### config.mk
export PLATFORM = sky130hd
export DESIGN_NAME = sha1_message_digest_core_flat
export DESIGN_NICKNAME = d
export VERILOG_FILES = /design/src/rtl/core/sha1md_pkg.sv /design/src/rtl/core/sha1md_if.sv /design/src/rtl/core/sha1_message_digest_core.sv /design/src/flat_wrapper.sv
export SDC_FILE = /design/constraint.sdc
export NUM_CORES = 2
export LEC_CHECK = 0
export BUFFER_PORTS_ARGS = -buffer_cell sky130_fd_sc_hd__buf_2
export CORE_MARGIN = 1
export CORE_UTILIZATION = 58
export CTS_CLUSTER_DIAMETER = 50
export DETAILED_ROUTE_END_ITERATION = 12
export GPL_TIMING_DRIVEN = 0
export HOLD_SLACK_MARGIN = 0.02
export PLACE_DENSITY_LB_ADDON = 0.3
export SYNTH_ARGS = -nofsm -noshare
export SYNTH_HDL_FRONTEND = slang
export SYNTH_SLANG_ARGS = --single-unit
### constraint.sdc
create_clock -name clk -period 14.3 [get_ports clk]
set_input_delay 0 -clock clk [delete_from_list [all_inputs] [get_ports clk]]
set_output_delay 0 -clock clk [all_outputs]
set_load 0.02 [all_outputs]
### src/rtl/core/sha1md_pkg.sv
// sha1md_pkg: shared types and constants for the sha-1 message digest core
// holds the initial hash words, the round constants and the padding marker
// no dependencies
`timescale 1ns / 1ps

package sha1md_pkg;

  typedef logic [7:0]  byte_t;
  typedef logic [31:0] word_t;
  typedef logic [2:0]  widx_t;

  localparam int unsigned DIGEST_WORDS = 5;
  localparam int unsigned ROUNDS       = 80;

  // initial chaining value
  localparam word_t INIT_WORDS [DIGEST_WORDS] = '{
    32'h67452301, 32'hefcdab89, 32'h98badcfe, 32'h10325476, 32'hc3d2e1f0
  };

  // round constants, one per group of twenty rounds
  localparam word_t K0 = 32'h5a827999;
  localparam word_t K1 = 32'h6ed9eba1;
  localparam word_t K2 = 32'h8f1bbcdc;
  localparam word_t K3 = 32'hca62c1d6;

  // first padding byte
  localparam byte_t PAD_MARK = 8'h80;

  function automatic word_t rotl(input word_t x, input int unsigned n);
    return (x << n) | (x >> (32 - n));
  endfunction

endpackage

### src/rtl/core/sha1md_if.sv
// sha1md_if: valid/ready channels of the sha-1 core, message bytes in and digest words out
// depends on sha1md_pkg
`timescale 1ns / 1ps

interface sha1md_in_if;
  import sha1md_pkg::*;

  logic  valid;
  logic  ready;
  byte_t data_byte;
  logic  byte_present;
  logic  end_of_message;

  modport source (output valid, output data_byte, output byte_present,
                  output end_of_message, input ready);
  modport sink   (input valid, input data_byte, input byte_present,
                  input end_of_message, output ready);
endinterface

interface sha1md_out_if;
  import sha1md_pkg::*;

  logic  valid;
  logic  ready;
  word_t digest_word;
  widx_t word_index;
  logic  last_word;

  modport source (output valid, output digest_word, output word_index,
                  output last_word, input ready);
  modport sink   (input valid, input digest_word, input word_index,
                  input last_word, output ready);
endinterface

### src/rtl/core/sha1_message_digest_core.sv
// sha1_message_digest_core: sha-1 over a byte stream, five digest words per message
// depends on sha1md_pkg and the channel interfaces in sha1md_if
`timescale 1ns / 1ps

// usage
//   msg channel: one item per cycle while ready is high; an item carries an
//   optional message byte and an end-of-message flag. an item with neither
//   changes nothing.
//   digest channel: after an end-of-message item the core emits five items,
//   word_index 0..4, most significant word first, last_word on index 4.
// block processing
//   the 64th byte of a block starts the round unit, which does one round per
//   cycle and then adds into the chaining value, with msg.ready low; no byte
//   is taken until the single round unit is done with the block.
//   finalizing writes padding one byte per cycle up to the block end, then
//   compresses that block; when the length field does not fit, a second
//   block of padding is written and compressed. then the five digest items
//   follow, one per cycle when the receiver is ready.
// reset and stall
//   synchronous reset loads the initial hash words and clears the byte
//   counts; the core is ready in the cycle after reset. while the receiver
//   stalls, the current digest item holds and no message item is taken.
module sha1_message_digest_core (
  input  logic                clk,
  input  logic                rst,
  sha1md_in_if.sink           msg,
  sha1md_out_if.source        digest
);
  import sha1md_pkg::*;

  localparam logic [2:0] S_IDLE  = 3'd0;
  localparam logic [2:0] S_PAD   = 3'd1;
  localparam logic [2:0] S_ROUND = 3'd2;
  localparam logic [2:0] S_ADD   = 3'd3;
  localparam logic [2:0] S_OUT   = 3'd4;

  localparam logic [6:0] LAST_ROUND = 7'(ROUNDS - 1);
  localparam logic [5:0] LEN_POS    = 6'd56;
  localparam logic [5:0] LAST_POS   = 6'd63;

  logic [2:0]   state;
  logic [5:0]   fill;          // bytes pending in the block
  logic [60:0]  msg_len;       // message length in bytes
  logic [511:0] blk;           // block shift line, word 0 at the top
  logic [6:0]   round;
  word_t        a, b, c, d, e;
  word_t        cv [DIGEST_WORDS];
  widx_t        out_idx;
  logic         padding;       // finalizing the current message
  logic         marker_sent;   // 0x80 already written
  logic         len_ok;        // length field goes in this block
  logic         last_blk;      // block holding the length field is full

  logic         take;
  logic         write_byte;
  byte_t        new_byte;
  byte_t        pad_byte;
  logic [63:0]  bit_len;
  word_t        w_cur, w_new;
  word_t        f, k, t_sum;

  // handshake
  assign msg.ready          = (state == S_IDLE);
  assign take               = msg.valid && msg.ready;
  assign digest.valid       = (state == S_OUT);
  assign digest.digest_word = cv[out_idx];
  assign digest.word_index  = out_idx;
  assign digest.last_word   = (out_idx == widx_t'(DIGEST_WORDS - 1));

  // padding byte: marker, zeros, then the bit length big-endian
  assign bit_len = {msg_len, 3'b000};
  always_comb begin
    if (!marker_sent) begin
      pad_byte = PAD_MARK;
    end else if (len_ok && fill >= LEN_POS) begin
      pad_byte = 8'(bit_len >> {~fill[2:0], 3'b000});
    end else begin
      pad_byte = '0;
    end
  end

  // byte entering the block line
  assign write_byte = (take && msg.byte_present) || (state == S_PAD);
  assign new_byte   = (state == S_PAD) ? pad_byte : msg.data_byte;

  // message schedule taps and the round function
  assign w_cur = blk[511:480];
  assign w_new = rotl(blk[95:64] ^ blk[255:224] ^ blk[447:416] ^ w_cur, 1);

  always_comb begin
    if (round < 7'd20) begin
      f = (b & c) | (~b & d);
      k = K0;
    end else if (round < 7'd40) begin
      f = b ^ c ^ d;
      k = K1;
    end else if (round < 7'd60) begin
      f = (b & c) | (b & d) | (c & d);
      k = K2;
    end else begin
      f = b ^ c ^ d;
      k = K3;
    end
  end

  assign t_sum = rotl(a, 5) + f + e + k + w_cur;

  // block line and working variables, no reset needed
  always_ff @(posedge clk) begin
    if (write_byte) begin
      blk <= {blk[503:0], new_byte};
    end else if (state == S_ROUND) begin
      blk <= {blk[479:0], w_new};
    end
    if (write_byte && fill == LAST_POS) begin
      a <= cv[0];
      b <= cv[1];
      c <= cv[2];
      d <= cv[3];
      e <= cv[4];
    end else if (state == S_ROUND) begin
      e <= d;
      d <= c;
      c <= rotl(b, 30);
      b <= a;
      a <= t_sum;
    end
  end

  // sequencer
  always_ff @(posedge clk) begin
    if (rst) begin
      state       <= S_IDLE;
      fill        <= '0;
      msg_len     <= '0;
      round       <= '0;
      out_idx     <= '0;
      padding     <= 1'b0;
      marker_sent <= 1'b0;
      len_ok      <= 1'b0;
      last_blk    <= 1'b0;
      for (int i = 0; i < DIGEST_WORDS; i++) begin
        cv[i] <= INIT_WORDS[i];
      end
    end else begin
      // byte bookkeeping shared by message and padding bytes
      if (write_byte) begin
        fill <= fill + 6'd1;
        if (fill == LAST_POS) begin
          round <= '0;
        end
      end

      case (state)
        S_IDLE: begin
          if (take) begin
            if (msg.byte_present) begin
              msg_len <= msg_len + 61'd1;
            end
            if (msg.end_of_message) begin
              padding     <= 1'b1;
              marker_sent <= 1'b0;
            end
            if (msg.byte_present && fill == LAST_POS) begin
              state <= S_ROUND;
            end else if (msg.end_of_message) begin
              state <= S_PAD;
            end
          end
        end
        S_PAD: begin
          marker_sent <= 1'b1;
          if (!marker_sent) begin
            len_ok <= (fill < LEN_POS);
          end
          if (fill == LAST_POS) begin
            last_blk <= marker_sent && len_ok;
            state    <= S_ROUND;
          end
        end
        S_ROUND: begin
          round <= round + 7'd1;
          if (round == LAST_ROUND) begin
            state <= S_ADD;
          end
        end
        S_ADD: begin
          cv[0]  <= cv[0] + a;
          cv[1]  <= cv[1] + b;
          cv[2]  <= cv[2] + c;
          cv[3]  <= cv[3] + d;
          cv[4]  <= cv[4] + e;
          len_ok <= 1'b1;
          if (last_blk) begin
            out_idx <= '0;
            state   <= S_OUT;
          end else if (padding) begin
            state <= S_PAD;
          end else begin
            state <= S_IDLE;
          end
        end
        S_OUT: begin
          if (digest.ready) begin
            out_idx <= out_idx + widx_t'(1);
            if (digest.last_word) begin
              state       <= S_IDLE;
              fill        <= '0;
              msg_len     <= '0;
              padding     <= 1'b0;
              marker_sent <= 1'b0;
              last_blk    <= 1'b0;
              for (int i = 0; i < DIGEST_WORDS; i++) begin
                cv[i] <= INIT_WORDS[i];
              end
            end
          end
        end
        default: begin
          state <= S_IDLE;
        end
      endcase
    end
  end

  // checks
  a_ready_after_reset: assert property (@(posedge clk)
    rst |=> msg.ready)
    else $error("core not ready after reset");

  a_no_overlap: assert property (@(posedge clk) disable iff (rst)
    !(msg.ready && digest.valid))
    else $error("message item taken while digest pending");

  a_rounds_end: assert property (@(posedge clk) disable iff (rst)
    (state == S_ROUND && round == LAST_ROUND) |=> state == S_ADD)
    else $error("round sequence did not end in the add step");

  a_index_range: assert property (@(posedge clk) disable iff (rst)
    digest.valid |-> out_idx < widx_t'(DIGEST_WORDS))
    else $error("digest word index out of range");

  a_back_to_idle: assert property (@(posedge clk) disable iff (rst)
    (digest.valid && digest.ready && digest.last_word) |=>
      (msg.ready && fill == 6'd0 && msg_len == 61'd0))
    else $error("core not cleared after final digest item");

endmodule

### src/flat_wrapper.sv
// flat-port wrapper written by rule: the top's interface ports become plain ports
module sha1_message_digest_core_flat import sha1md_pkg::*;
  (clk, rst, msg_valid, msg_data_byte, msg_byte_present, msg_end_of_message, msg_ready, digest_valid, digest_digest_word, digest_word_index, digest_last_word, digest_ready);
  sha1md_in_if msg_i ();
  sha1md_out_if digest_i ();
  input  logic clk;
  input  logic rst;
  input wire logic [$bits(msg_i.valid)-1:0] msg_valid;
  input wire logic [$bits(msg_i.data_byte)-1:0] msg_data_byte;
  input wire logic [$bits(msg_i.byte_present)-1:0] msg_byte_present;
  input wire logic [$bits(msg_i.end_of_message)-1:0] msg_end_of_message;
  output wire logic [$bits(msg_i.ready)-1:0] msg_ready;
  output wire logic [$bits(digest_i.valid)-1:0] digest_valid;
  output wire logic [$bits(digest_i.digest_word)-1:0] digest_digest_word;
  output wire logic [$bits(digest_i.word_index)-1:0] digest_word_index;
  output wire logic [$bits(digest_i.last_word)-1:0] digest_last_word;
  input wire logic [$bits(digest_i.ready)-1:0] digest_ready;
  assign msg_i.valid = msg_valid;
  assign msg_i.data_byte = msg_data_byte;
  assign msg_i.byte_present = msg_byte_present;
  assign msg_i.end_of_message = msg_end_of_message;
  assign msg_ready = msg_i.ready;
  assign digest_valid = digest_i.valid;
  assign digest_digest_word = digest_i.digest_word;
  assign digest_word_index = digest_i.word_index;
  assign digest_last_word = digest_i.last_word;
  assign digest_i.ready = digest_ready;
  sha1_message_digest_core u_core (.clk(clk), .rst(rst), .msg(msg_i), .digest(digest_i));
endmodule
; ---- After elaboration in Yosys (flattened, before gate mapping)
; Memory sizes are Yosys's and may differ from the RTL's. A register that Yosys moved wholly into a read port is not among the register bits.
; Cells that the tools add are included.
[word_totals]
romBits = 0
input_bits = 14
ramBits = 160
reg_bits = 756
wordCells = 183
n_memories = 1
latchBits = 0
[memory_table]
columns = memory, words, word_bits, read_ports, rd_ports_with_merged_regs, wr, line_no
row1 = u_core.cv, 5, 32, 6, 1, 5, sha1_message_digest_core.sv:47  ; word_t cv [DIGEST_WORDS];
[op_classes]
n_mux = 80
bitwise = 27
n_div = 0
n_reduce_logical = 24
multipliers = 0
addsub = 13
n_eq_ne = 17
n_shift = 1
order_cmp = 5
[op_table]
columns = op, count
row1 = $mux W512, 2
row2 = $mux W32, 25
row3 = $add A32 B32 Y32, 9
row4 = $mux W61, 4
row5 = $xor A32 B32 Y32, 5
row6 = $and A32 B32 Y32, 4
row7 = $pmux W61 S2, 1
row8 = $or A32 B32 Y32, 3
row9 = $shr A64 B6 Y8, 1
row10 = $add A61 B1 Y61 const B, 1
row11 = $mux W3, 12
row12 = $not A32 Y32, 1
row13 = $or A32 B1 Y32, 1
row14 = $or A32 B30 Y32, 1
row15 = $or A32 B5 Y32, 1
row16 = $mux W31, 1
row17 = $mux W6, 4
row18 = $mux W8, 3
row19 = $mux W7, 3
row20 = $mux W1, 19
row21 = $pmux W3 S5, 1
row22 = $reduce_and A5 Y1, 3
row23 = $lt A7 B6 Y1 const B, 2
row24 = $reduce_bool A2 Y1, 7
row25 = 27 further kinds, 53

; ---- Longest topological paths before layout
[depth]
word_depth = 12
depth_mapped = 26
mapped_depth_nobuf = 25

; ---- Worst setup path after synthesis
; Ideal clock, no wire load.
[synth_path]
path_type = reg-to-reg
start = register u_core.state[1]
end = register u_core.blk[0], enable pin
t_required_ns = 10.641
stages_incl_launch_ff = 7
arrival_ns = 9.832
setup_slack_ns = 0.808
synth_period_minus_slack_ns = 13.492
cell_sequence = dfxtp_1 clkbuf_1 or3_1 clkbuf_1 clkbuf_1 clkbuf_1 nand2_1
[synth_between]
elab_chain_len = 5
elab_cells_between_ends = 7
classes_between = 2 x eq/ne / 5 x reduce/logical
[synth_lines]
columns = item, line_no
row1 = "start, declared", sha1_message_digest_core.sv:41  ; logic [2:0] state;
row2 = "start signal, assigned", sha1_message_digest_core.sv:133  ; state <= S_IDLE;
row3 = "start signal, assigned", sha1_message_digest_core.sv:165  ; state <= S_ROUND;
row4 = "start signal, assigned", sha1_message_digest_core.sv:167  ; state <= S_PAD;
row5 = $logic_not A3 Y1, sha1_message_digest_core.sv:63  ; assign msg.ready = (state == S_IDLE);
row6 = $logic_and A1 B1 Y1, sha1_message_digest_core.sv:64  ; assign take = msg.valid && msg.ready;
row7 = $logic_and A1 B1 Y1, sha1_message_digest_core.sv:83  ; assign write_byte = (take && msg.byte_present) || (state == S_PAD);
row8 = $logic_or A1 B1 Y1, sha1_message_digest_core.sv:83
row9 = $reduce_bool A2 Y1 (no line) (*), -
row10 = "end signal, assigned", sha1_message_digest_core.sv:111  ; blk <= {blk[503:0], new_byte};
row11 = "end signal, assigned", sha1_message_digest_core.sv:113  ; blk <= {blk[479:0], w_new};
row12 = "end, declared", sha1_message_digest_core.sv:44  ; logic [511:0] blk;
; Mark *: on every way between the ends. The rest lies on a longest branch, timed or not.
; A chain may end at the register's enable or synchronous reset.

; ---- Final worst setup path
[layout_path]
start = register u_core.round[4]
end = register u_core.a[28], data pin
[layout_between]
elab_chain_len = 10
elab_cells_between_ends = 15
classes_between = 4 x add/sub / 3 x order compare / 8 x mux
[layout_lines]
columns = item, line_no
row1 = "start, declared", sha1_message_digest_core.sv:45  ; logic [6:0] round;
row2 = "start signal, assigned", sha1_message_digest_core.sv:182  ; round <= round + 7'd1;
row3 = $lt A7 B6 Y1, sha1_message_digest_core.sv:97  ; end else if (round < 7'd60) begin
row4 = $mux W32, sha1_message_digest_core.sv:97
row5 = $mux W32, sha1_message_digest_core.sv:94  ; end else if (round < 7'd40) begin
row6 = $mux W32, sha1_message_digest_core.sv:91  ; if (round < 7'd20) begin
row7 = $add A32 B32 Y32 (2 in series), sha1_message_digest_core.sv:106  ; assign t_sum = rotl(a, 5) + f + e + k + w_cur;
row8 = $add A32 B32 Y32 (*) (2 in series), sha1_message_digest_core.sv:106
row9 = $mux W32 (*), sha1_message_digest_core.sv:121  ; end else if (state == S_ROUND) begin
row10 = $mux W32 (*), sha1_message_digest_core.sv:115  ; if (write_byte && fill == LAST_POS) begin
row11 = "end signal, assigned", sha1_message_digest_core.sv:116  ; a <= cv[0];
row12 = "end signal, assigned", sha1_message_digest_core.sv:126  ; a <= t_sum;
row13 = "end, declared", sha1_message_digest_core.sv:46  ; word_t a, b, c, d, e;
; Mark *: on every way between the ends. The rest lies on a longest branch, timed or not. The select of a mux whose other input is x is not followed.

==> run_summary.xml <==
<?xml version="1.0" encoding="UTF-8"?>
<metrics>
  <group name="logic_synthesis">
    <metric name="synthesized_instance_count" unit="">5413</metric>
    <metric name="post-synth-top-count-cell" unit="">sky130_fd_sc_hd__nand2_1</metric>
    <metric name="synth_area_leader_cell" unit="">sky130_fd_sc_hd__edfxtp_1</metric>
    <metric name="syn_area" unit="um^2">53000</metric>
    <metric name="synth-seq-cells" unit="">919</metric>
    <metric name="netlist_top_cells_area" unit="">sky130_fd_sc_hd__edfxtp_1 47%, sky130_fd_sc_hd__nand2_1 14%, sky130_fd_sc_hd__ha_1 4.9%</metric>
    <metric name="post_synth_most_frequent_cells" unit="">1996 x sky130_fd_sc_hd__nand2_1, 832 x sky130_fd_sc_hd__edfxtp_1, 269 x sky130_fd_sc_hd__nor2_1</metric>
    <metric name="postSynth.asyncResetShare" unit="%">0</metric>
    <metric name="synth.top_cell.area_share" unit="%">47.1</metric>
    <metric name="share_of_synthesized_area_occupied_by_flip_flops_and_latches" unit="%">50.4</metric>
    <metric name="mappedNetlistNets" unit="">5752</metric>
    <metric name="synth_cell_types" unit="">89</metric>
    <metric name="synth_enable_flop_cells" unit="">832</metric>
    <metric name="syn_avg_cell_area" unit="um^2">9.79</metric>
    <metric name="yosysWarningCount" unit="">0</metric>
    <metric name="synth_ff_type" unit="">sky130_fd_sc_hd__edfxtp_1</metric>
  </group>
  <group name="pwr">
    <metric name="power.density_cell_area" unit="nW/um^2">135</metric>
    <metric name="power" unit="uW">7960</metric>
    <metric name="p_leak" unit="uW">0.0245</metric>
    <metric name="power.ir.vdd_worst" unit="mV">0.135</metric>
  </group>
  <group name="timing">
    <metric name="slew_viol_final" unit="">0</metric>
    <metric name="final.period_utilization" unit="%">63.2</metric>
    <metric name="unrepaired_setup_endpoints_after_global_routing" unit="">no</metric>
    <metric name="fmaxAchievable" unit="MHz">111</metric>
    <metric name="hold_viol" unit="">0</metric>
    <metric name="setup_total_negative_slack" unit="ns">0</metric>
    <metric name="finClkSkew" unit="ns">0.0320</metric>
    <metric name="slew-limit-headroom" unit="%">10.8</metric>
    <metric name="period_minus_slack" unit="ns">9.04</metric>
    <metric name="fin_ws" unit="ns">5.26</metric>
    <metric name="setup-violations-final" unit="">0</metric>
    <metric name="worst_slew_pin_slew" unit="ns">1.34</metric>
  </group>
  <group name="setup_path">
    <metric name="crit_path_kind" unit="">reg -&gt; reg</metric>
    <metric name="critPathLaunchType" unit="">register</metric>
    <metric name="path_max_fanout" unit="">11</metric>
    <metric name="critPathCaptureType" unit="">register</metric>
    <metric name="cp.arrival" unit="ns">9.47</metric>
    <metric name="critical_path.most_common_cell" unit="">sky130_fd_sc_hd__inv_1</metric>
    <metric name="critical_path_s_largest_stage_delay" unit="ns">0.91</metric>
    <metric name="critical_path.slowest_cell" unit="">sky130_fd_sc_hd__clkbuf_1</metric>
    <metric name="cp.required" unit="ns">14.73</metric>
  </group>
  <group name="clocking">
    <metric name="cts_htree_levels" unit="">3</metric>
    <metric name="cts_num_sinks" unit="">919</metric>
    <metric name="clkSlewWorstSetupHoldPaths" unit="ns">0.06</metric>
    <metric name="cts.path.max_buffers" unit="">3</metric>
    <metric name="cts_tree" unit="">yes</metric>
    <metric name="tritoncts.num_buffers" unit="">113</metric>
    <metric name="clock-root-buffer" unit="">sky130_fd_sc_hd__clkbuf_16</metric>
    <metric name="clk_latency_worst_skew_pair" unit="ns">0.72</metric>
  </group>
  <group name="detailed_routing">
    <metric name="routed-via-count" unit="">41584</metric>
    <metric name="drc" unit="">0</metric>
    <metric name="finalWirelength" unit="um">160000</metric>
    <metric name="detail-route-antenna-nets" unit="">0</metric>
    <metric name="dr.first_iter.drc_count" unit="">5002</metric>
    <metric name="drtPass1Iterations" unit="">6</metric>
    <metric name="drt-vias-per-instance" unit="">6.04</metric>
    <metric name="drt-wirelength-per-cell" unit="um">23.3</metric>
  </group>
  <group name="run_status">
    <metric name="outcome" unit="">complete, no violations</metric>
  </group>
  <group name="die">
    <metric name="die_h" unit="um">304</metric>
    <metric name="floorplan.initialDensity" unit="%">58.7</metric>
    <metric name="num_io_pins" unit="">52</metric>
    <metric name="floorplan.core_area" unit="um^2">90300</metric>
    <metric name="fp-row-count" unit="">110</metric>
    <metric name="die-area" unit="um^2">92600</metric>
    <metric name="floorplan.die.width" unit="um">304</metric>
  </group>
  <group name="grt">
    <metric name="first_global_vias" unit="">40276</metric>
    <metric name="grt_max_degree" unit="">75</metric>
    <metric name="grt_first_pass_wirelength" unit="um">240000</metric>
    <metric name="antenna_found_initial" unit="">3</metric>
    <metric name="grt_overflow_total" unit="">0</metric>
    <metric name="globalRouteTotalUtil" unit="%">34.5</metric>
  </group>
  <group name="finish">
    <metric name="share_of_final_layout_standard_cells_stronger_than_drive_strength_1" unit="%">6.67</metric>
    <metric name="post-route-cell-area" unit="um^2">59100</metric>
    <metric name="area_growth" unit="%">11.5</metric>
    <metric name="layout.nets" unit="">5947</metric>
  </group>
  <group name="placed_design">
    <metric name="gp_routability_congestion" unit="">1.05</metric>
    <metric name="placed_cell_area" unit="um^2">55100</metric>
    <metric name="detailed_place_hpwl" unit="um">121000</metric>
    <metric name="place_worst_setup_slack" unit="ns">5.68</metric>
    <metric name="port_buffers" unit="">51</metric>
  </group>
  <group name="run">
    <metric name="max_cap_violations" unit="">0</metric>
  </group>
  <group name="hold_path">
    <metric name="timing.hold.worst.class" unit="">in -&gt; reg</metric>
  </group>
</metrics>
-- layout by cell type, fill, tap and decap left out, types with 14 or more instances in the layout --
| cell type | netlist | layout |
|---|---|---|
| sky130_fd_sc_hd__a211oi_1 | 30 | 30 |
| sky130_fd_sc_hd__a21o_1 | 117 | 117 |
| sky130_fd_sc_hd__a21oi_1 | 183 | 183 |
| sky130_fd_sc_hd__a31oi_1 | 28 | 28 |
| sky130_fd_sc_hd__and2_1 | 14 | 14 |
| sky130_fd_sc_hd__and3_1 | 31 | 31 |
| sky130_fd_sc_hd__buf_1 | 22 | 22 |
| sky130_fd_sc_hd__buf_2 | 0 | 51 |
| sky130_fd_sc_hd__clkbuf_1 | 194 | 210 |
| sky130_fd_sc_hd__clkbuf_16 | 0 | 117 |
| sky130_fd_sc_hd__clkinv_1 | 0 | 14 |
| sky130_fd_sc_hd__clkinv_2 | 1 | 24 |
| sky130_fd_sc_hd__dfxtp_1 | 87 | 87 |
| sky130_fd_sc_hd__dlygate4sd3_1 | 0 | 16 |
| sky130_fd_sc_hd__edfxtp_1 | 832 | 832 |
| sky130_fd_sc_hd__fa_1 | 119 | 119 |
| sky130_fd_sc_hd__ha_1 | 206 | 206 |
| sky130_fd_sc_hd__inv_1 | 229 | 229 |
| sky130_fd_sc_hd__mux2_2 | 33 | 33 |
| sky130_fd_sc_hd__mux2i_1 | 49 | 49 |
| sky130_fd_sc_hd__mux4_2 | 45 | 45 |
| sky130_fd_sc_hd__nand2_1 | 1996 | 1994 |
| sky130_fd_sc_hd__nand2b_1 | 25 | 24 |
| sky130_fd_sc_hd__nand3_1 | 57 | 57 |
| sky130_fd_sc_hd__nand4_1 | 21 | 21 |
| sky130_fd_sc_hd__nor2_1 | 269 | 269 |
| sky130_fd_sc_hd__nor2b_1 | 26 | 26 |
| sky130_fd_sc_hd__nor3_1 | 36 | 36 |
| sky130_fd_sc_hd__o21a_1 | 26 | 26 |
| sky130_fd_sc_hd__o21ai_0 | 195 | 195 |
| sky130_fd_sc_hd__o21bai_1 | 17 | 17 |
| sky130_fd_sc_hd__or2_2 | 16 | 16 |
| sky130_fd_sc_hd__or3_1 | 27 | 27 |
| sky130_fd_sc_hd__xnor2_1 | 179 | 179 |
| sky130_fd_sc_hd__xor2_1 | 122 | 122 |
-- registers in the layout, indices dropped and copies added, names as in the netlist, named ones only --
name / cells
u_core.digest.word_index: 3
u_core.msg_len: 61
u_core.len_ok: 1
u_core.padding: 1
u_core.d: 32
u_core.cv: 160
u_core.state: 3
u_core.e: 32
u_core.b: 32
u_core.fill: 6
u_core.c: 32
u_core.last_blk: 1
u_core.a: 32
u_core.marker_sent: 1
u_core.round: 7
u_core.blk: 512
-- critical path, delay by kind of cell, from the launching register on --
kind | cells | cell delay (ns)
simple gates | 9 | 2.99
fa+ha+maj | 4 | 1.80
compound gates | 5 | 1.77
buf+inv | 6 | 1.64
flops | 1 | 0.37
xor+xnor | 1 | 0.13
-- routing by layer --
layer / track usage, % / vias up / wire length (um)
li1: - / 18961 / -
met1: 46.0 / 20043 / 61300
met2: 54.1 / 2172 / 73100
met3: 6.55 / 404 / 16500
met4: 18.1 / 4 / 9220
met5: 0 / - / 34
-- per-stage QoR --
| step | util, % | hold WS [ns] | cells |
|---|---|---|---|
| 6_report | 65.5 | 0.287 | 6887 |
| 5_1_grt | 65.5 | 0.307 | 6884 |
| 4_1_cts | 65.5 | 0.255 | 6884 |
| 3_5_place_dp | 61.0 | 0.436 | 6653 |
| 3_3_place_gp | 60.6 | 0.425 | 6640 |
| 2_1_floorplan | - | 0.205 | 5413 |
-- logic make-up after synthesis --
kind of cell               Yosys count  synth area share [%]
xor gates and xnor gates           301                  4.97
AOI/OAI and AO/OA                  732                  8.92
DFF                                919                  50.4
adders and majority gates          325                  9.36
muxes                              127                  3.54
and+or+nand+nor                   2562                  19.6
buffers and inverters              447                  3.18
-- report_power, final --
group | switching [uW] | leakage, uW | internal [uW] | total [uW]
Clock | 1220 | 0.00188 | 1750 | 2960
Sequential | 303 | 0.00859 | 3440 | 3740
Combinational | 804 | 0.0140 | 450 | 1250
Total | 2320 | 0.0245 | 5640 | 7960
-- path summary, 6_finish.rpt --
| check | depth (start not counted) | slack [ns] | startpoint | endpoint |
|---|---|---|---|---|
| setup reg to reg | 25 | 5.26 | u_core.round[4] | u_core.a[28] |
| setup / recovery | 25 | 5.26 | u_core.round[4] | u_core.a[28] |
| hold reg to reg | 2 | 0.49 | u_core.round[1] | u_core.round[1] |
| hold / removal | 5 | 0.29 | digest_ready | u_core.state[2] |
-- layout make-up --
type	count	area, um^2
inverters	230	865
multi-input cells	4047	24600
flip-flops and latches	919	26700
repair buffers	80	758
clock inverters	77	793
well taps	1176	1470
diodes	3	7.51
fillers	7167	31200
clock buffers	138	3050
plain buffers	217	822
-- repair_timing --
action	CTS	global route
setup buffers	0	0
endpoints found under the hold margin	26	0
hold buffers	16	0
gates resized for setup	0	0
(Power assumes the default switching activity.)
